## src/design/wifi_retry_backoff_tracker_assert.svh

```systemverilog
// Assertion macros used by the retry tracker top level.
`ifndef WIFI_RETRY_BACKOFF_TRACKER_ASSERT_SVH
`define WIFI_RETRY_BACKOFF_TRACKER_ASSERT_SVH

`ifndef SYNTHESIS

// cond holds at every clock edge outside reset
`define WRB_ASSERT_ALWAYS(label, clk, rst, cond) \
   label: assert property (@(posedge clk) disable iff (rst) (cond)) \
      else $error("wrb assertion failed");

// cons holds in the same cycle as ante
`define WRB_ASSERT_IMPLIES(label, clk, rst, ante, cons) \
   label: assert property (@(posedge clk) disable iff (rst) (ante) |-> (cons)) \
      else $error("wrb assertion failed");

// cons holds in the cycle after ante
`define WRB_ASSERT_NEXT(label, clk, rst, ante, cons) \
   label: assert property (@(posedge clk) disable iff (rst) (ante) |=> (cons)) \
      else $error("wrb assertion failed");

`else

`define WRB_ASSERT_ALWAYS(label, clk, rst, cond)
`define WRB_ASSERT_IMPLIES(label, clk, rst, ante, cons)
`define WRB_ASSERT_NEXT(label, clk, rst, ante, cons)

`endif

`endif

```

## src/design/wrb_pkg.sv

```systemverilog
// Types, codes and helpers of the retry backoff tracker.
package wrb_pkg;

   // request commands
   localparam logic [1:0] CMD_SUCCESS = 2'd0;
   localparam logic [1:0] CMD_FAILURE = 2'd1;
   localparam logic [1:0] CMD_MCAST   = 2'd2;
   localparam logic [1:0] CMD_QUERY   = 2'd3;

   // frame kinds
   localparam logic [1:0] KIND_RTS   = 2'd0;
   localparam logic [1:0] KIND_DATA  = 2'd1;
   localparam logic [1:0] KIND_QOS   = 2'd2;
   localparam logic [1:0] KIND_OTHER = 2'd3;

   // response status
   localparam logic [1:0] STAT_OK       = 2'd0;
   localparam logic [1:0] STAT_BAD_KIND = 2'd1;
   localparam logic [1:0] STAT_NO_ENTRY = 2'd2;
   localparam logic [1:0] STAT_FULL     = 2'd3;

   // register indexes
   localparam int CSR_IDX_W = 3;
   localparam logic [CSR_IDX_W-1:0] CSR_SHORT_LIMIT = 3'd0;
   localparam logic [CSR_IDX_W-1:0] CSR_LONG_LIMIT  = 3'd1;
   localparam logic [CSR_IDX_W-1:0] CSR_RTS_THRESH  = 3'd2;
   localparam logic [CSR_IDX_W-1:0] CSR_CW_MIN      = 3'd3;
   localparam logic [CSR_IDX_W-1:0] CSR_CW_MAX      = 3'd4;
   localparam int CSR_DATA_W = 16;

   localparam int CW_W  = 15;
   localparam int CNT_W = 8;
   localparam int KEY_W = 32;

   localparam logic [CNT_W-1:0] SHORT_LIMIT_RESET = 8'd7;
   localparam logic [CNT_W-1:0] LONG_LIMIT_RESET  = 8'd4;
   localparam logic [15:0]      RTS_THRESH_RESET  = 16'hFFFF;
   localparam logic [CW_W-1:0]  CW_MIN_RESET      = 15'd15;
   localparam logic [CW_W-1:0]  CW_MAX_RESET      = 15'd1023;

   typedef struct packed {
      logic [CNT_W-1:0] short_limit;
      logic [CNT_W-1:0] long_limit;
      logic [15:0]      rts_threshold;
      logic [CW_W-1:0]  cw_min;
      logic [CW_W-1:0]  cw_max;
   } cfg_type;

   // station counter update for one request
   typedef struct packed {
      logic clr_short;
      logic clr_long;
      logic bump_short;
      logic bump_long;
      logic cw_reset;
   } station_op_type;

   // one row of the retry table memory
   typedef struct packed {
      logic [KEY_W-1:0] key;
      logic [CNT_W-1:0] short_cnt;
      logic [CNT_W-1:0] long_cnt;
   } row_type;

   function automatic logic [CNT_W-1:0] sat_inc(input logic [CNT_W-1:0] v);
      return (v == {CNT_W{1'b1}}) ? v : v + {{(CNT_W-1){1'b0}}, 1'b1};
   endfunction

endpackage

```

## src/design/wifi_retry_backoff_tracker.sv

```systemverilog
// Top level of the 802.11 transmit retry and backoff tracker.
// One request is in work at a time. Success, multicast and unknown-kind
// requests pass from acceptance through the finish and done states to the
// response register. Failures and queries scan the retry table memory one
// entry per cycle through its single read port; a hit ends the scan early,
// else it runs to the last entry, and the finish and done states follow.
// The block takes the next request once the response is loaded. The
// response sits in an output register and a stalled response holds the next
// one in the last stage. Station counters and the window update at acceptance;
// register writes belong in gaps where no request is in work.
module wifi_retry_backoff_tracker #(
   parameter int TABLE_DEPTH = 16
) (
   input  logic                                clock,
   input  logic                                reset,

   input  logic                                req_valid,
   output logic                                req_ready,
   input  logic [1:0]                          req_cmd,
   input  logic [1:0]                          req_frame_kind,
   input  logic [15:0]                         req_frame_length,
   input  logic [31:0]                         req_frame_id,

   output logic                                rsp_valid,
   input  logic                                rsp_ready,
   output logic [14:0]                         rsp_contention_window,
   output logic [7:0]                          rsp_station_short_count,
   output logic [7:0]                          rsp_station_long_count,
   output logic                                rsp_retry_allowed,
   output logic [1:0]                          rsp_status,

   input  logic                                csr_we,
   input  logic [wrb_pkg::CSR_IDX_W-1:0]       csr_index,
   input  logic [wrb_pkg::CSR_DATA_W-1:0]      csr_wdata
);

`include "wifi_retry_backoff_tracker_assert.svh"

   localparam int IDX_W = (TABLE_DEPTH > 1) ? $clog2(TABLE_DEPTH) : 1;
   localparam int SCN_W = $clog2(TABLE_DEPTH + 1);

   typedef enum logic [3:0] {
      ST_IDLE   = 4'b0001,
      ST_SCAN   = 4'b0010,
      ST_FINISH = 4'b0100,
      ST_DONE   = 4'b1000
   } state_type;

   state_type                   state_ff, state_in;
   wrb_pkg::cfg_type            cfg_ff, cfg_in;

   logic                        req_fire;
   logic                        req_long;
   wrb_pkg::station_op_type     st_op;
   logic [wrb_pkg::CW_W-1:0]    st_cw;
   logic [wrb_pkg::CNT_W-1:0]   st_short, st_long;

   // latched request
   logic [1:0]                  cmd_ff, cmd_in;
   logic                        use_long_ff, use_long_in;
   logic [wrb_pkg::KEY_W-1:0]   key_ff, key_in;
   logic [1:0]                  base_status_ff, base_status_in;

   // table scan
   logic [SCN_W-1:0]            issue_ff, issue_in;
   logic                        chk_valid_ff, chk_valid_in;
   logic [IDX_W-1:0]            chk_idx_ff, chk_idx_in;
   logic                        hit_ff, hit_in;
   logic [IDX_W-1:0]            hit_idx_ff, hit_idx_in;
   logic                        free_found_ff, free_found_in;
   logic [IDX_W-1:0]            free_idx_ff, free_idx_in;
   logic [wrb_pkg::CNT_W-1:0]   cap_short_ff, cap_short_in;
   logic [wrb_pkg::CNT_W-1:0]   cap_long_ff, cap_long_in;
   logic                        hit_now;
   logic                        scan_last;

   // per-entry valid bits
   logic [TABLE_DEPTH-1:0]      used_ff, used_in;
   logic [TABLE_DEPTH-1:0]      short_p_ff, short_p_in;
   logic [TABLE_DEPTH-1:0]      long_p_ff, long_p_in;

   // memory ports
   logic                        mem_rd_en;
   wrb_pkg::row_type            mem_rd_data;
   logic                        mem_wr_en;
   logic [IDX_W-1:0]            mem_wr_idx;
   wrb_pkg::row_type            mem_wr_data;

   // finish-stage values
   logic                        present_sel;
   logic [wrb_pkg::CNT_W-1:0]   cnt_sel;
   logic [wrb_pkg::CNT_W-1:0]   limit_sel;
   logic [wrb_pkg::CNT_W-1:0]   new_cnt;
   logic                        is_fail_ff;

   // response
   logic [1:0]                  res_status_ff, res_status_in;
   logic                        res_allowed_ff, res_allowed_in;
   logic                        rsp_valid_ff, rsp_valid_in;
   logic                        rsp_load;
   logic [14:0]                 rsp_cw_ff;
   logic [7:0]                  rsp_short_ff, rsp_long_ff;
   logic                        rsp_allowed_ff;
   logic [1:0]                  rsp_status_ff;

   // ---------------- configuration ----------------
   always_comb begin
      cfg_in = cfg_ff;
      if (csr_we) begin
         case (csr_index)
            wrb_pkg::CSR_SHORT_LIMIT: cfg_in.short_limit   = csr_wdata[7:0];
            wrb_pkg::CSR_LONG_LIMIT:  cfg_in.long_limit    = csr_wdata[7:0];
            wrb_pkg::CSR_RTS_THRESH:  cfg_in.rts_threshold = csr_wdata;
            wrb_pkg::CSR_CW_MIN:      cfg_in.cw_min        = csr_wdata[14:0];
            wrb_pkg::CSR_CW_MAX:      cfg_in.cw_max        = csr_wdata[14:0];
            default:                  cfg_in = cfg_ff;
         endcase
      end
   end

   // ---------------- request decode ----------------
   assign req_ready = (state_ff == ST_IDLE);
   assign req_fire  = req_valid && req_ready;
   assign req_long  = ((req_frame_kind == wrb_pkg::KIND_DATA) ||
                       (req_frame_kind == wrb_pkg::KIND_QOS)) &&
                      (req_frame_length >= cfg_ff.rts_threshold);

   always_comb begin
      logic known;
      known = (req_frame_kind != wrb_pkg::KIND_OTHER);
      st_op.clr_short  = (req_cmd == wrb_pkg::CMD_MCAST) ||
                         ((req_cmd == wrb_pkg::CMD_SUCCESS) && known && !req_long);
      st_op.clr_long   = (req_cmd == wrb_pkg::CMD_MCAST) ||
                         ((req_cmd == wrb_pkg::CMD_SUCCESS) && known && req_long);
      st_op.cw_reset   = (req_cmd == wrb_pkg::CMD_SUCCESS) &&
                         ((req_frame_kind == wrb_pkg::KIND_DATA) ||
                          (req_frame_kind == wrb_pkg::KIND_QOS));
      st_op.bump_short = (req_cmd == wrb_pkg::CMD_FAILURE) && known && !req_long;
      st_op.bump_long  = (req_cmd == wrb_pkg::CMD_FAILURE) && known && req_long;
   end

   wrb_station u_station (
      .clock       (clock),
      .reset       (reset),
      .op_en       (req_fire),
      .op          (st_op),
      .cfg         (cfg_ff),
      .cw          (st_cw),
      .short_count (st_short),
      .long_count  (st_long)
   );

   // ---------------- table memory ----------------
   assign mem_rd_en = (state_ff == ST_SCAN) && (issue_ff < SCN_W'(TABLE_DEPTH));

   wrb_table_ram #(
      .DEPTH (TABLE_DEPTH),
      .IDX_W (IDX_W)
   ) u_table_ram (
      .clock   (clock),
      .wr_en   (mem_wr_en),
      .wr_addr (mem_wr_idx),
      .wr_data (mem_wr_data),
      .rd_en   (mem_rd_en),
      .rd_addr (issue_ff[IDX_W-1:0]),
      .rd_data (mem_rd_data)
   );

   assign hit_now   = chk_valid_ff && used_ff[chk_idx_ff] && (mem_rd_data.key == key_ff);
   assign scan_last = chk_valid_ff && (chk_idx_ff == IDX_W'(TABLE_DEPTH - 1));

   // ---------------- finish-stage datapath ----------------
   assign is_fail_ff  = (cmd_ff == wrb_pkg::CMD_FAILURE);
   assign present_sel = use_long_ff ? long_p_ff[hit_idx_ff] : short_p_ff[hit_idx_ff];
   assign cnt_sel     = use_long_ff ? cap_long_ff : cap_short_ff;
   assign limit_sel   = use_long_ff ? cfg_ff.long_limit : cfg_ff.short_limit;
   // first failure enters the count as zero
   assign new_cnt     = (hit_ff && present_sel) ? wrb_pkg::sat_inc(cnt_sel) : '0;
   assign mem_wr_idx  = hit_ff ? hit_idx_ff : free_idx_ff;
   assign mem_wr_en   = (state_ff == ST_FINISH) && (base_status_ff == wrb_pkg::STAT_OK) &&
                        is_fail_ff && (hit_ff || free_found_ff);

   always_comb begin
      mem_wr_data.key       = key_ff;
      mem_wr_data.short_cnt = use_long_ff ? cap_short_ff : new_cnt;
      mem_wr_data.long_cnt  = use_long_ff ? new_cnt : cap_long_ff;
   end

   assign rsp_load = (state_ff == ST_DONE) && (!rsp_valid_ff || rsp_ready);

   // ---------------- control ----------------
   always_comb begin
      state_in       = state_ff;
      cmd_in         = cmd_ff;
      use_long_in    = use_long_ff;
      key_in         = key_ff;
      base_status_in = base_status_ff;
      issue_in       = issue_ff;
      chk_valid_in   = mem_rd_en;
      chk_idx_in     = issue_ff[IDX_W-1:0];
      hit_in         = hit_ff;
      hit_idx_in     = hit_idx_ff;
      free_found_in  = free_found_ff;
      free_idx_in    = free_idx_ff;
      cap_short_in   = cap_short_ff;
      cap_long_in    = cap_long_ff;
      used_in        = used_ff;
      short_p_in     = short_p_ff;
      long_p_in      = long_p_ff;
      res_status_in  = res_status_ff;
      res_allowed_in = res_allowed_ff;
      rsp_valid_in   = rsp_valid_ff && !rsp_ready;

      case (state_ff)
         ST_IDLE: begin
            if (req_fire) begin
               cmd_in        = req_cmd;
               use_long_in   = req_long;
               key_in        = req_frame_id;
               issue_in      = '0;
               hit_in        = 1'b0;
               free_found_in = 1'b0;
               if (req_cmd == wrb_pkg::CMD_MCAST) begin
                  base_status_in = wrb_pkg::STAT_OK;
                  state_in       = ST_FINISH;
               end else if (req_frame_kind == wrb_pkg::KIND_OTHER) begin
                  base_status_in = wrb_pkg::STAT_BAD_KIND;
                  state_in       = ST_FINISH;
               end else if (req_cmd == wrb_pkg::CMD_SUCCESS) begin
                  base_status_in = wrb_pkg::STAT_OK;
                  state_in       = ST_FINISH;
               end else begin
                  base_status_in = wrb_pkg::STAT_OK;
                  state_in       = ST_SCAN;
               end
            end
         end
         ST_SCAN: begin
            if (mem_rd_en) begin
               issue_in = issue_ff + SCN_W'(1);
            end
            if (hit_now) begin
               hit_in       = 1'b1;
               hit_idx_in   = chk_idx_ff;
               cap_short_in = mem_rd_data.short_cnt;
               cap_long_in  = mem_rd_data.long_cnt;
               state_in     = ST_FINISH;
            end else begin
               // remember the lowest free slot for a new entry
               if (chk_valid_ff && !used_ff[chk_idx_ff] && !free_found_ff) begin
                  free_found_in = 1'b1;
                  free_idx_in   = chk_idx_ff;
               end
               if (scan_last) begin
                  state_in = ST_FINISH;
               end
            end
         end
         ST_FINISH: begin
            res_status_in  = base_status_ff;
            res_allowed_in = 1'b0;
            if (base_status_ff == wrb_pkg::STAT_OK) begin
               if (cmd_ff == wrb_pkg::CMD_QUERY) begin
                  if (!hit_ff || !present_sel) begin
                     res_status_in = wrb_pkg::STAT_NO_ENTRY;
                  end else begin
                     res_allowed_in = (cnt_sel < limit_sel);
                  end
               end else if (is_fail_ff) begin
                  if (hit_ff) begin
                     if (use_long_ff) begin
                        long_p_in[mem_wr_idx] = 1'b1;
                     end else begin
                        short_p_in[mem_wr_idx] = 1'b1;
                     end
                  end else if (free_found_ff) begin
                     used_in[mem_wr_idx]    = 1'b1;
                     short_p_in[mem_wr_idx] = !use_long_ff;
                     long_p_in[mem_wr_idx]  = use_long_ff;
                  end else begin
                     res_status_in = wrb_pkg::STAT_FULL;
                  end
               end
            end
            state_in = ST_DONE;
         end
         ST_DONE: begin
            if (rsp_load) begin
               rsp_valid_in = 1'b1;
               state_in     = ST_IDLE;
            end
         end
         default: begin
            state_in = ST_IDLE;
         end
      endcase
   end

   always_ff @(posedge clock) begin
      if (reset) begin
         state_ff      <= ST_IDLE;
         cfg_ff.short_limit   <= wrb_pkg::SHORT_LIMIT_RESET;
         cfg_ff.long_limit    <= wrb_pkg::LONG_LIMIT_RESET;
         cfg_ff.rts_threshold <= wrb_pkg::RTS_THRESH_RESET;
         cfg_ff.cw_min        <= wrb_pkg::CW_MIN_RESET;
         cfg_ff.cw_max        <= wrb_pkg::CW_MAX_RESET;
         issue_ff      <= '0;
         chk_valid_ff  <= 1'b0;
         hit_ff        <= 1'b0;
         free_found_ff <= 1'b0;
         used_ff       <= '0;
         short_p_ff    <= '0;
         long_p_ff     <= '0;
         rsp_valid_ff  <= 1'b0;
      end else begin
         state_ff      <= state_in;
         cfg_ff        <= cfg_in;
         issue_ff      <= issue_in;
         chk_valid_ff  <= chk_valid_in;
         hit_ff        <= hit_in;
         free_found_ff <= free_found_in;
         used_ff       <= used_in;
         short_p_ff    <= short_p_in;
         long_p_ff     <= long_p_in;
         rsp_valid_ff  <= rsp_valid_in;
      end
   end

   always_ff @(posedge clock) begin
      cmd_ff         <= cmd_in;
      use_long_ff    <= use_long_in;
      key_ff         <= key_in;
      base_status_ff <= base_status_in;
      chk_idx_ff     <= chk_idx_in;
      hit_idx_ff     <= hit_idx_in;
      free_idx_ff    <= free_idx_in;
      cap_short_ff   <= cap_short_in;
      cap_long_ff    <= cap_long_in;
      res_status_ff  <= res_status_in;
      res_allowed_ff <= res_allowed_in;
      if (rsp_load) begin
         rsp_cw_ff      <= st_cw;
         rsp_short_ff   <= st_short;
         rsp_long_ff    <= st_long;
         rsp_allowed_ff <= res_allowed_ff;
         rsp_status_ff  <= res_status_ff;
      end
   end

   assign rsp_valid               = rsp_valid_ff;
   assign rsp_contention_window   = rsp_cw_ff;
   assign rsp_station_short_count = rsp_short_ff;
   assign rsp_station_long_count  = rsp_long_ff;
   assign rsp_retry_allowed       = rsp_allowed_ff;
   assign rsp_status              = rsp_status_ff;

   // ---------------- assertions ----------------
   `WRB_ASSERT_NEXT(a_busy_after_req, clock, reset, req_fire, state_ff != ST_IDLE)
   `WRB_ASSERT_ALWAYS(a_present_needs_used, clock, reset,
                      (~used_ff & (short_p_ff | long_p_ff)) == '0)
   `WRB_ASSERT_IMPLIES(a_new_entry_free, clock, reset, mem_wr_en && !hit_ff,
                       !used_ff[free_idx_ff])
   `WRB_ASSERT_NEXT(a_hit_ends_scan, clock, reset, (state_ff == ST_SCAN) && hit_now,
                    state_ff == ST_FINISH)
   `WRB_ASSERT_NEXT(a_rsp_loaded, clock, reset, rsp_load, rsp_valid_ff)

endmodule

```

## src/design/wrb_table_ram.sv

```systemverilog
// Retry table storage: one write port, one registered read port.
module wrb_table_ram #(
   parameter int DEPTH = 16,
   parameter int IDX_W = 4
) (
   input  logic              clock,
   input  logic              wr_en,
   input  logic [IDX_W-1:0]  wr_addr,
   input  wrb_pkg::row_type  wr_data,
   input  logic              rd_en,
   input  logic [IDX_W-1:0]  rd_addr,
   output wrb_pkg::row_type  rd_data
);

   wrb_pkg::row_type mem_ff [DEPTH];
   wrb_pkg::row_type rd_data_ff;

   always_ff @(posedge clock) begin
      if (wr_en) begin
         mem_ff[wr_addr] <= wr_data;
      end
   end

   always_ff @(posedge clock) begin
      if (rd_en) begin
         rd_data_ff <= mem_ff[rd_addr];
      end
   end

   assign rd_data = rd_data_ff;

endmodule

```

## src/design/wrb_station.sv

```systemverilog
// Station short/long retry counters and contention window.
module wrb_station (
   input  logic                        clock,
   input  logic                        reset,
   input  logic                        op_en,
   input  wrb_pkg::station_op_type     op,
   input  wrb_pkg::cfg_type            cfg,
   output logic [wrb_pkg::CW_W-1:0]    cw,
   output logic [wrb_pkg::CNT_W-1:0]   short_count,
   output logic [wrb_pkg::CNT_W-1:0]   long_count
);

   logic [wrb_pkg::CW_W-1:0]  cw_ff, cw_in;
   logic [wrb_pkg::CNT_W-1:0] short_ff, short_in;
   logic [wrb_pkg::CNT_W-1:0] long_ff, long_in;
   logic [wrb_pkg::CNT_W-1:0] short_inc, long_inc;
   logic [wrb_pkg::CW_W:0]    cw_dbl_wide;
   logic [wrb_pkg::CW_W-1:0]  cw_dbl;

   assign short_inc   = wrb_pkg::sat_inc(short_ff);
   assign long_inc    = wrb_pkg::sat_inc(long_ff);
   // 2*cw+1, clipped to cw_max
   assign cw_dbl_wide = {cw_ff, 1'b1};
   assign cw_dbl      = (cw_dbl_wide > {1'b0, cfg.cw_max}) ? cfg.cw_max
                                                           : cw_dbl_wide[wrb_pkg::CW_W-1:0];

   always_comb begin
      cw_in    = cw_ff;
      short_in = short_ff;
      long_in  = long_ff;
      if (op_en) begin
         if (op.clr_short) begin
            short_in = '0;
         end
         if (op.clr_long) begin
            long_in = '0;
         end
         if (op.cw_reset) begin
            cw_in = cfg.cw_min;
         end
         if (op.bump_short) begin
            short_in = short_inc;
            cw_in    = (short_inc == cfg.short_limit) ? cfg.cw_min : cw_dbl;
         end
         if (op.bump_long) begin
            long_in = long_inc;
            cw_in   = (long_inc == cfg.long_limit) ? cfg.cw_min : cw_dbl;
         end
      end
   end

   always_ff @(posedge clock) begin
      if (reset) begin
         cw_ff    <= wrb_pkg::CW_MIN_RESET;
         short_ff <= '0;
         long_ff  <= '0;
      end else begin
         cw_ff    <= cw_in;
         short_ff <= short_in;
         long_ff  <= long_in;
      end
   end

   assign cw          = cw_ff;
   assign short_count = short_ff;
   assign long_count  = long_ff;

endmodule
```

## config.mk

```make
export PLATFORM = sky130hd
export DESIGN_NAME = wifi_retry_backoff_tracker
export DESIGN_NICKNAME = d
export VERILOG_FILES = /design/src/design/wrb_pkg.sv /design/src/design/wifi_retry_backoff_tracker.sv /design/src/design/wrb_table_ram.sv /design/src/design/wrb_station.sv
export VERILOG_INCLUDE_DIRS = /design/src /design/src/design
export SDC_FILE = /design/constraint.sdc
export NUM_CORES = 1
export LEC_CHECK = 0
export BUFFER_PORTS_ARGS = -buffer_cell sky130_fd_sc_hd__buf_2
export CORE_MARGIN = 8
export CORE_UTILIZATION = 60
export CTS_CLUSTER_DIAMETER = 120
export CTS_CLUSTER_SIZE = 28
export DETAILED_ROUTE_END_ITERATION = 6
export PLACE_DENSITY_LB_ADDON = 0.2
export SETUP_SLACK_MARGIN = 0.4
export SLEW_MARGIN = 5
export SYNTH_ARGS = -nofsm -noshare
export SYNTH_HDL_FRONTEND = slang
export SYNTH_HIERARCHICAL = 1
export SYNTH_SLANG_ARGS = --single-unit
```

## constraint.sdc

```tcl
create_clock -name clock -period 8.1 [get_ports clock]
set_input_delay 1.62 -clock clock [delete_from_list [all_inputs] [get_ports clock]]
set_output_delay 1.62 -clock clock [all_outputs]
set_load 0.02 [all_outputs]
```

After elaboration in Yosys (flattened, before gate mapping)
Memory sizes are Yosys's and may differ from the RTL's. A register that Yosys moved wholly into a read port is not among the register bits.
Cells that the tools add are included.
{"block": "totals", "reg_bits": 256, "ramBits": 768, "in_bits": 76, "output_inout_bits": 36, "word_cells": 212, "n_memories": 1}
{"block": "op_classes", "addsub": 4, "n_lt_le_gt_ge": 8, "eq_ne": 32, "muxes": 64, "bitwise": 7, "reduce_logical": 63}
{"name": "u_table_ram.mem_ff", "depth": 16, "width": 48, "read_ports": 1, "rd_ports_with_merged_regs": 1, "write_ports": 1, "line_no": "wrb_table_ram.sv:15", "source": "wrb_pkg::row_type mem_ff [DEPTH];"}
{"operator": "16-bit 2-to-1 mux", "n": 6}
{"operator": "8-bit 2-to-1 mux", "n": 12}
{"operator": "15-bit 2-to-1 mux", "n": 6}
{"operator": "16-bit OR", "n": 3}
{"operator": "16-bit bitwise mux", "n": 2}
{"operator": "32-bit equality test", "n": 1}
{"operator": "8-bit by 1-bit adder with 8-bit output, second input constant", "n": 3}
{"operator": "8-bit equality test, second input constant", "n": 3}
{"operator": "1-bit logical AND", "n": 22}
{"operator": "4-bit 2-to-1 mux", "n": 5}
{"operator": "2-bit AND reduction", "n": 10}
{"operator": "6-bit AND reduction", "n": 3}
{"operator": "8-bit equality test", "n": 2}
{"operator": "16-bit greater-or-equal comparator", "n": 1}
{"operator": "16-bit by 15-bit > comparator with 1-bit output", "n": 1}
{"operator": "4-bit case mux with 4 select lines", "n": 1}
{"operator": "4-bit by 5-bit < comparator with 1-bit output, second input constant", "n": 3}
{"operator": "1-bit 2-to-1 mux", "n": 14}
{"operator": "2-bit != test, second input constant", "n": 7}
{"operator": "1-bit binary-select mux with 4-bit select", "n": 3}
{"operator": "2-bit 2-to-1 mux", "n": 6}
{"operator": "3-bit AND reduction", "n": 4}
{"operator": "5-bit 2-to-1 mux", "n": 2}
{"operator": "5-bit case mux with 2 select lines", "n": 1}
{"operator": "27 further kinds", "n": 57}

Longest topological paths before layout
Gate-level depths: netlist of run 1.
{"block": "logic_depth", "word_depth": 8, "ltp_mapped": 16, "ltp_nobuf": 14}

By module
Netlist of run 1, hierarchy kept.
{"module": "wrb_table_ram", "instances": 1, "cells_per_inst": 1242, "area_each_um2": 30171.4, "seq_area_each_um2": 24503.5}
{"module": "wifi_retry_backoff_tracker", "instances": 1, "cells_per_inst": 949, "area_each_um2": 9950.8, "seq_area_each_um2": 5455.2}
{"module": "wrb_station", "instances": 1, "cells_per_inst": 379, "area_each_um2": 2935.3, "seq_area_each_um2": 620.6}

Worst setup path after synthesis of run 1
No wires, ideal clock.
{"block": "synth_timing", "kind": "register to register", "from": "register state_ff[3]", "to": "memory u_table_ram/mem_ff[0][0] (netlist name), enable pin", "setup_time_ns": 0.513, "t_arrival_ns": 5.225, "required_ns": 7.587, "slack_ns": 2.362, "stages_incl_launch_ff": 6, "path_buffers": 1, "period_less_slack_ns": 5.738, "path_cell_list": "dfxtp_1 nor4b_2 o2111a_1 clkbuf_1 or3b_2 nor3_1"}
{"block": "synth_via", "elab_chain_cells": 6}
{"item": "start, declared", "line_no": "wifi_retry_backoff_tracker.sv:49", "source": "state_type state_ff, state_in;"}
{"item": "start signal, assigned", "line_no": "wifi_retry_backoff_tracker.sv:316", "source": "state_ff <= state_in;"}
{"item": "4-bit by 3-bit equality test with 1-bit output", "line_no": "wifi_retry_backoff_tracker.sv:180", "source": "assign mem_wr_en = (state_ff == ST_FINISH) && (base_status_ff == wrb_pkg::STAT_OK) &&"}
{"item": "1-bit logical AND (2 in series)", "line_no": "wifi_retry_backoff_tracker.sv:180"}
{"item": "1-bit logical AND", "line_no": "wifi_retry_backoff_tracker.sv:181", "source": "is_fail_ff && (hit_ff || free_found_ff);"}
{"item": "net mem_wr_en", "line_no": "wifi_retry_backoff_tracker.sv:85", "source": "logic mem_wr_en;"}
{"item": "1-bit 2-to-1 mux", "line_no": "wrb_table_ram.sv:19", "source": "if (wr_en) begin"}
{"item": "1-bit 2-to-1 mux (not written as such)", "line_no": "wrb_table_ram.sv:20", "source": "mem_ff[wr_addr] <= wr_data;"}
{"item": "end, declared", "line_no": "wrb_table_ram.sv:15"}
The timed path passes the listed nets, and every way through them passes these cells.

==> results.rst, run 1 <==
.. list-table::
   :header-rows: 1

   * - Metric
     - Value
   * - Post-DR vias/cell
     - 6.63
   * - Number of global-route vias before repair
     - 23600
   * - Total via count in the routed design
     - 23800
   * - CTS HTree Levels
     - 2
   * - Hold WC Path Type
     - reg2reg
   * - Seq cells post-synth
     - 1071
   * - Max VDD drop
     - 0.245 mV
   * - Top area cells in the synthesized netlist
     - sky130_fd_sc_hd__edfxtp_1, sky130_fd_sc_hd__mux4_2, sky130_fd_sc_hd__dfxtp_1
   * - Clock Skews
     - 25.6 ps
   * - Number of detailed-routing iterations run before antenna repair
     - 5
   * - Layout cells sized above 1
     - 17.4%
   * - Final-report hold violation count
     - 0
   * - Number of slew-limit violations in the final report
     - 0
   * - Die span in y
     - 284 um
   * - Initial cell density of the core
     - 60.4%
   * - Placed inst area
     - 44600 um2
   * - Setup repair after global routing missed its margin
     - no
   * - Congestion Overflow GR
     - 0
   * - Total core area
     - 71200 um2
   * - Final hold slack
     - 430 ps
   * - Post-DP HPWL
     - 55200 um
   * - Detailed Route WL
     - 98800 um
   * - Fraction of synthesized cell area taken by the top area cell type
     - 63.7%
   * - Crit share post-route
     - 59.3%
   * - Mean Syn Cell Area
     - 16.8 um2
   * - Pin count of the biggest net entering global routing
     - 112
   * - Root buffer selected by CTS
     - sky130_fd_sc_hd__clkbuf_16
   * - CTS Sinks
     - 1071
   * - Distinct cell type count after synthesis
     - 88
   * - Power density over the cells
     - 199 nW/um2
   * - Area enclosed by the die boundary
     - 80600 um2
   * - Pin slew with the least headroom to its limit
     - 1240 ps
   * - Critical path fanouts, max
     - 27
   * - Post-layout minimum cycle time
     - 4800 ps
   * - Most used flip-flop cell after synthesis
     - sky130_fd_sc_hd__edfxtp_1
   * - Final worst-path setup slack
     - 3300 ps
   * - Antenna viol nets, final
     - 0
   * - Final nets
     - 2738
   * - CTS Buf Count
     - 44
   * - Sequential cell area fraction in the yosys report
     - 71.0%
   * - Buf+Inv Stages, Crit Path
     - 1
   * - Die X
     - 284 um
   * - Required time reported for the critical path endpoint
     - 8580 ps
   * - I/O pins
     - 112
   * - Proportion of synthesized flip-flops having asynchronous set or reset
     - 0%
   * - Final weighted congestion in routability-driven placement
     - 0.862
   * - Synth warnings
     - 6
   * - Type of element launching the critical path
     - input port
   * - Setup WS pre-CTS
     - 2840 ps
   * - First-pass GRT wire length
     - 148000 um
   * - Outcome
     - finished clean
   * - Critical path startpoint
     - req_frame_length[13]
   * - Class of the most critical setup path
     - in2reg
   * - CTS tree
     - yes
   * - Wire per inst
     - 27.6 um
   * - Resized Gates After CTS
     - 0
   * - Final total negative setup slack
     - 0 ps
   * - CP dominant cell by count
     - sky130_fd_sc_hd__o21ai_0
   * - Maximum achievable frequency
     - 0.208 GHz
   * - Antenna violations before repair
     - 0
   * - Startpoint of the worst-slack reg-to-reg timing path
     - state_ff[3]$_SDFFE_PP0P_
   * - Leakage
     - 14.5 nW
   * - Setup Buffers After CTS
     - 0
   * - Sort of element at the end of the critical path
     - register
   * - Critical-path top delay cell
     - sky130_fd_sc_hd__a2111oi_0
   * - Highest cell delay on the worst timing path
     - 520 ps
   * - Ant. Diodes
     - 0
   * - Maximum count of clock buffers along a single path
     - 3
   * - Origin of the worst min-delay path
     - u_table_ram/rd_data[7]$_DFFE_PP_
   * - Worst skew pair latency
     - 630 ps
   * - Hold buffer count at CTS
     - 0
   * - GRT Util Overall
     - 24.0%
   * - Post-route design area
     - 45800 um2
   * - Row Count
     - 98
   * - Yosys top cell by area
     - sky130_fd_sc_hd__edfxtp_1
   * - Category of cells accounting for the largest share of critical-path delay
     - compound AO/OA/AOI/OAI gates
   * - Post-synthesis instance area
     - 43100 um2
   * - Number of nets in the synthesized netlist
     - 2688
   * - Violation count after the first detailed-route iteration
     - 2454
   * - Input/output buffers
     - 111
   * - Worst slew margin
     - 17.3%
   * - Synth-to-Final Area Change
     - 6.40%
   * - Post-layout util
     - 64.3%
   * - Total setup violations reported at the end of the flow
     - 0
   * - DRC
     - 0
   * - Clock transition time at the flip-flop clock pins of the worst setup and hold paths
     - 120 ps
   * - Post-Syn Instances
     - 2570
   * - Cell breakdown of the critical path
     - buf_2 > ha_1 > a21oi_1 > o21ai_0 > a2111oi_0 > o21ai_0 > a31oi_1 > or2_2 > o21ai_0 > or2_2 > nor2_1 > nand2_1 > nor4_1 > a211oi_1
   * - Data arrival time of the critical path
     - 5280 ps
   * - MaxCap Viol Count
     - 0
   * - Number of enable-type register cells in the synthesized netlist
     - 913
[synth_stat cells (all sizes together), types with 19 or more instances]
library cell	count
a21oi	112
a22oi	106
a31oi	20
buf	68
clkbuf	76
dfxtp	158
edfxtp	913
ha	42
inv	55
mux2i	30
mux4	205
nand2	196
nand2b	19
nand3	40
nand3b	21
nand4	54
nor2	106
nor3	19
o21ai	77
xnor2	37
[final timing paths]
path,to,cells after the start,slack [ps]
max reg2reg,u_table_ram/mem_ff[7][0]$_DFFE_PP_,6,3980
min reg2reg,cap_long_ff[7]$_DFFE_PP_,0,430
min,cap_long_ff[7]$_DFFE_PP_,0,430
max,u_station/cw[0]$_SDFFE_PP1P_,14,3300
[placed cells by master, fill, tap and decap left out, types with 17 or more instances in the layout]
cell type,count
sky130_fd_sc_hd__mux4_2,196
sky130_fd_sc_hd__nand3b_1,21
sky130_fd_sc_hd__dfxtp_1,156
sky130_fd_sc_hd__inv_1,50
sky130_fd_sc_hd__a21oi_1,112
sky130_fd_sc_hd__edfxtp_1,913
sky130_fd_sc_hd__o21ai_1,18
sky130_fd_sc_hd__nor2_1,91
sky130_fd_sc_hd__clkbuf_16,44
sky130_fd_sc_hd__nand4_1,51
sky130_fd_sc_hd__buf_2,110
sky130_fd_sc_hd__nand3_1,39
sky130_fd_sc_hd__ha_1,42
sky130_fd_sc_hd__nand2_1,195
sky130_fd_sc_hd__a211o_1,17
sky130_fd_sc_hd__nand2b_1,19
sky130_fd_sc_hd__a22oi_1,106
sky130_fd_sc_hd__a31oi_1,20
sky130_fd_sc_hd__mux2i_1,30
sky130_fd_sc_hd__o21ai_0,59
sky130_fd_sc_hd__buf_4,37
sky130_fd_sc_hd__xnor2_1,37
[cell type report]
type / count / area, um2
timing repair buffer: 148 / 848
clock inverter: 3 / 80.1
fill: 4872 / 25400
clock buffer: 57 / 1150
sequential: 1071 / 30600
multi-input combinational: 1300 / 11800
inverter: 55 / 208
tap: 950 / 1190
[stage by stage]
step	cells	power, mW
CTS	3584	9.18
finish	3584	9.12
floorplan	2570	6.47
detailed placement	3524	6.63
global route	3584	9.39
global placement	3524	6.61
[cells by family (layout without fill, tap and decap cells)]
| kind of cell | after synthesis | in the layout | synth area share, % |
|---|---|---|---|
| DFF | 1071 | 1071 | 71.0 |
| and+or+nand+nor | 536 | 536 | 6.25 |
| AOI/OAI and AO/OA | 429 | 429 | 6.72 |
| muxes | 244 | 244 | 11.7 |
| buffers and inverters | 199 | 263 | 2.06 |
| xor gates and xnor gates | 49 | 49 | 0.997 |
| adders and majority gates | 42 | 42 | 1.22 |
[routing by layer]
layer	track usage (%)	up-vias	part of all wire, %
met5	0	-	0
li1	-	10300	-
met3	2.99	144	7.3
met1	33.0	12300	40
met4	6.50	0	2.6
met2	40.7	1054	50
[registers in the layout, indices dropped and copies added, names as in the netlist, 4 cells and up]
register,cells
cap_long_ff,8
cap_short_ff,8
cfg_ff,62
chk_idx_ff,4
free_idx_ff,4
hit_idx_ff,4
issue_ff,5
key_ff,32
long_p_ff,16
rsp_contention_window,15
rsp_station_long_count,8
rsp_station_short_count,8
short_p_ff,16
state_ff,4
u_station/cw,15
u_station/long_count,8
u_station/short_count,8
u_table_ram/mem_ff,768
u_table_ram/rd_data,48
used_ff,16
[worst reg2reg max path, stage by stage, from the launching register on]
cell and delay, ps:
sky130_fd_sc_hd__dfxtp_1 370, sky130_fd_sc_hd__nor4b_2 630, sky130_fd_sc_hd__o2111a_1 280, sky130_fd_sc_hd__buf_4 420
sky130_fd_sc_hd__nand3b_1 430, sky130_fd_sc_hd__nor2_4 990, sky130_fd_sc_hd__buf_4 630
[power breakdown]
group          switching (mW)  total, mW  internal (mW)
Clock                    1.59       2.62           1.03
Combinational           0.224      0.342          0.118
Sequential             0.0983       6.16           6.06
Note: power is estimated with default switching activity, not from simulation.
==> run 2: changes to the inputs <==
- clock period: 8.1 -> 4.82 ns (I/O delays scaled with it)
==> run 2 against run 1 <==
Effect of this change:
- the run now ends with design-rule violations left
- wire length fell by 2.0%
- flip-flop and latch count did not move
- final area rose by 0.88%
- register-to-register slack got worse by 2900 ps
- via count fell by 0.88%
- critical path depth did not move
- count of clock-buffer cells in the layout fell by 1
- largest power group unchanged
- critical endpoint unchanged
- final cell count rose by 0.53%
- sequential share of layout area fell by 0.59 points
==> results.rst, run 2 (synthesized netlist as in run 1, its figures left out) <==
.. list-table::
   :header-rows: 1

   * - Metric
     - Value
   * - Outcome
     - complete, but fails checks
   * - Failing checks
     - design-rule violations
   * - Setup repair after global routing missed its margin
     - no
   * - Synth-to-Final Area Change
     - 7.34%
   * - Detailed Route WL
     - 96900 um
   * - Maximum count of clock buffers along a single path
     - 3
   * - Worst slew margin
     - 11.4%
   * - Length of routed wiring on met1
     - 38300 um
   * - DR top layer
     - met4
   * - Die X
     - 284 um
   * - Final-report hold violation count
     - 0
   * - Maximum achievable frequency
     - 0.269 GHz
   * - Placed insts
     - 3541
   * - Clock Skews
     - 34.2 ps
   * - Hold buffer count at CTS
     - 0
   * - Cell breakdown of the critical path
     - buf_2 > ha_1 > a21oi_1 > o21ai_0 > a2111oi_0 > o21a_1 > nor4b_2 > or2_2 > o21ai_0 > or2_2 > nor2_1 > nand2_1 > nor4_1 > a211oi_1
   * - Required time reported for the critical path endpoint
     - 5340 ps
   * - Setup Buffers After CTS
     - 0
   * - Layout cells sized above 1
     - 17.9%
   * - Final total negative setup slack
     - 0 ps
   * - CTS Sinks
     - 1071
   * - Total setup violations reported at the end of the flow
     - 0
   * - Reg2Reg Depth
     - 6
   * - Number of cells on the worst hold path
     - 0
   * - Root buffer selected by CTS
     - sky130_fd_sc_hd__clkbuf_16
   * - Largest register FFs
     - 768
   * - Final std cells w/o fill
     - 3603
   * - DR WL met2
     - 49200 um
   * - Data arrival time of the critical path
     - 4240 ps
   * - Max VDD drop
     - 0.405 mV
   * - Count of fill cells added during filler insertion
     - 4831
   * - Crit share post-route
     - 77.2%
   * - Critical path fanouts, max
     - 19
   * - Initial cell density of the core
     - 60.4%
   * - Post-DR vias/cell
     - 6.54
   * - Antenna viol nets, final
     - 0
   * - CTS HTree Levels
     - 2
   * - DRC
     - 2
   * - Hold WC Path Type
     - reg2reg
   * - Post-DP HPWL
     - 56800 um
   * - Total core area
     - 71200 um2
   * - Critical-path top delay cell
     - sky130_fd_sc_hd__nor4b_2
   * - Class of the most critical setup path
     - in2reg
   * - Area enclosed by the die boundary
     - 80600 um2
   * - Congestion Overflow GR
     - 0
   * - Resized Gates After CTS
     - 0
   * - Total via count in the routed design
     - 23600
   * - Type of element launching the critical path
     - input port
   * - Commonest non-fill, non-tap cells in the layout
     - sky130_fd_sc_hd__edfxtp_1, sky130_fd_sc_hd__mux4_2, sky130_fd_sc_hd__nand2_1
   * - CTS tree
     - yes
   * - Largest register by flop count
     - u_table_ram/mem_ff
   * - Number of slew-limit violations in the final report
     - 0
   * - Final weighted congestion in routability-driven placement
     - 0.920
   * - Row Count
     - 98
   * - Number of global-route vias before repair
     - 23600
   * - MaxCap Viol Count
     - 0
   * - Violation count after the first detailed-route iteration
     - 2272
   * - Wire per inst
     - 26.9 um
   * - Leakage
     - 14.7 nW
   * - GRT Util Overall
     - 23.6%
   * - Pin count of the biggest net entering global routing
     - 86
   * - Most common library cell in the layout ignoring fill and taps
     - sky130_fd_sc_hd__edfxtp_1
   * - Number of detailed-routing iterations run before antenna repair
     - 7
   * - Sort of element at the end of the critical path
     - register
   * - I/O pins
     - 112
   * - Pin slew with the least headroom to its limit
     - 1320 ps
   * - Antenna violations before repair
     - 2
   * - First-pass GRT wire length
     - 146000 um
   * - Met3 Wirelength
     - 6560 um
   * - Post-layout minimum cycle time
     - 3720 ps
   * - Die span in y
     - 284 um
   * - Power density over the cells
     - 331 nW/um2
   * - Input/output buffers
     - 111
   * - Highest cell delay on the worst timing path
     - 630 ps
   * - Worst skew pair latency
     - 650 ps
   * - Final nets
     - 2755
   * - CTS Buf Count
     - 44
   * - Clock transition time at the flip-flop clock pins of the worst setup and hold paths
     - 110 ps
[run 2: area by class of cell]
type                       count  area (um2)  area share, %
multi-input combinational   1300       11800           25.5
tap                          950        1190           2.57
inverter                      55         208          0.449
sequential                  1071       30600           66.2
antenna                        2        5.00         0.0108
timing repair buffer         165        1240           2.68
clock inverter                 4        75.1          0.162
clock buffer                  56        1150           2.48
[run 2: per-stage QoR]
stage	setup slack (ps)	hold WS (ps)	area [um2]	power [mW]	utilization (%)
floorplan	385	387	43100	10.9	-
global placement	659	401	45000	11.1	63.2
detailed placement	522	405	45000	11.1	63.2
CTS	1120	426	46200	15.4	64.9
global route	792	434	46200	15.7	64.9
finish	1100	421	46200	15.3	64.9
[run 2: report_power, final]
group / switching (mW) / total, mW / leakage [nW] / internal, mW
Clock: 2.66 / 4.38 / 0.589 / 1.72
Combinational: 0.362 / 0.563 / 4.53 / 0.201
Sequential: 0.172 / 10.4 / 9.57 / 10.2
Total: 3.19 / 15.3 / 14.7 / 12.1
[run 2: path summary, 6_finish.rpt]
| kind | end | start | slack [ps] |
|---|---|---|---|
| setup / recovery | u_station/cw[0]$_SDFFE_PP1P_ | req_frame_length[13] | 1100 |
| hold / removal | cap_short_ff[1]$_DFFE_PP_ | u_table_ram/rd_data[9]$_DFFE_PP_ | 420 |
| setup reg to reg | u_table_ram/mem_ff[9][9]$_DFFE_PP_ | hit_ff$_SDFFE_PP0P_ | 1110 |
| hold reg to reg | cap_short_ff[1]$_DFFE_PP_ | u_table_ram/rd_data[9]$_DFFE_PP_ | 420 |
[run 2: critical path: cells and delay by family]
kind                       cells  cell delay (ps)
AOI/OAI and AO/OA              6             1030
buffers and inverters          1              100
and+or+nand+nor                6             1850
adders and majority gates      1              290
[run 2: routing by layer]
metal	track usage [%]	vias up
li1	-	10300
met1	31.1	12100
met2	41.1	965
met3	3.08	150
met4	6.54	0
met5	0	-
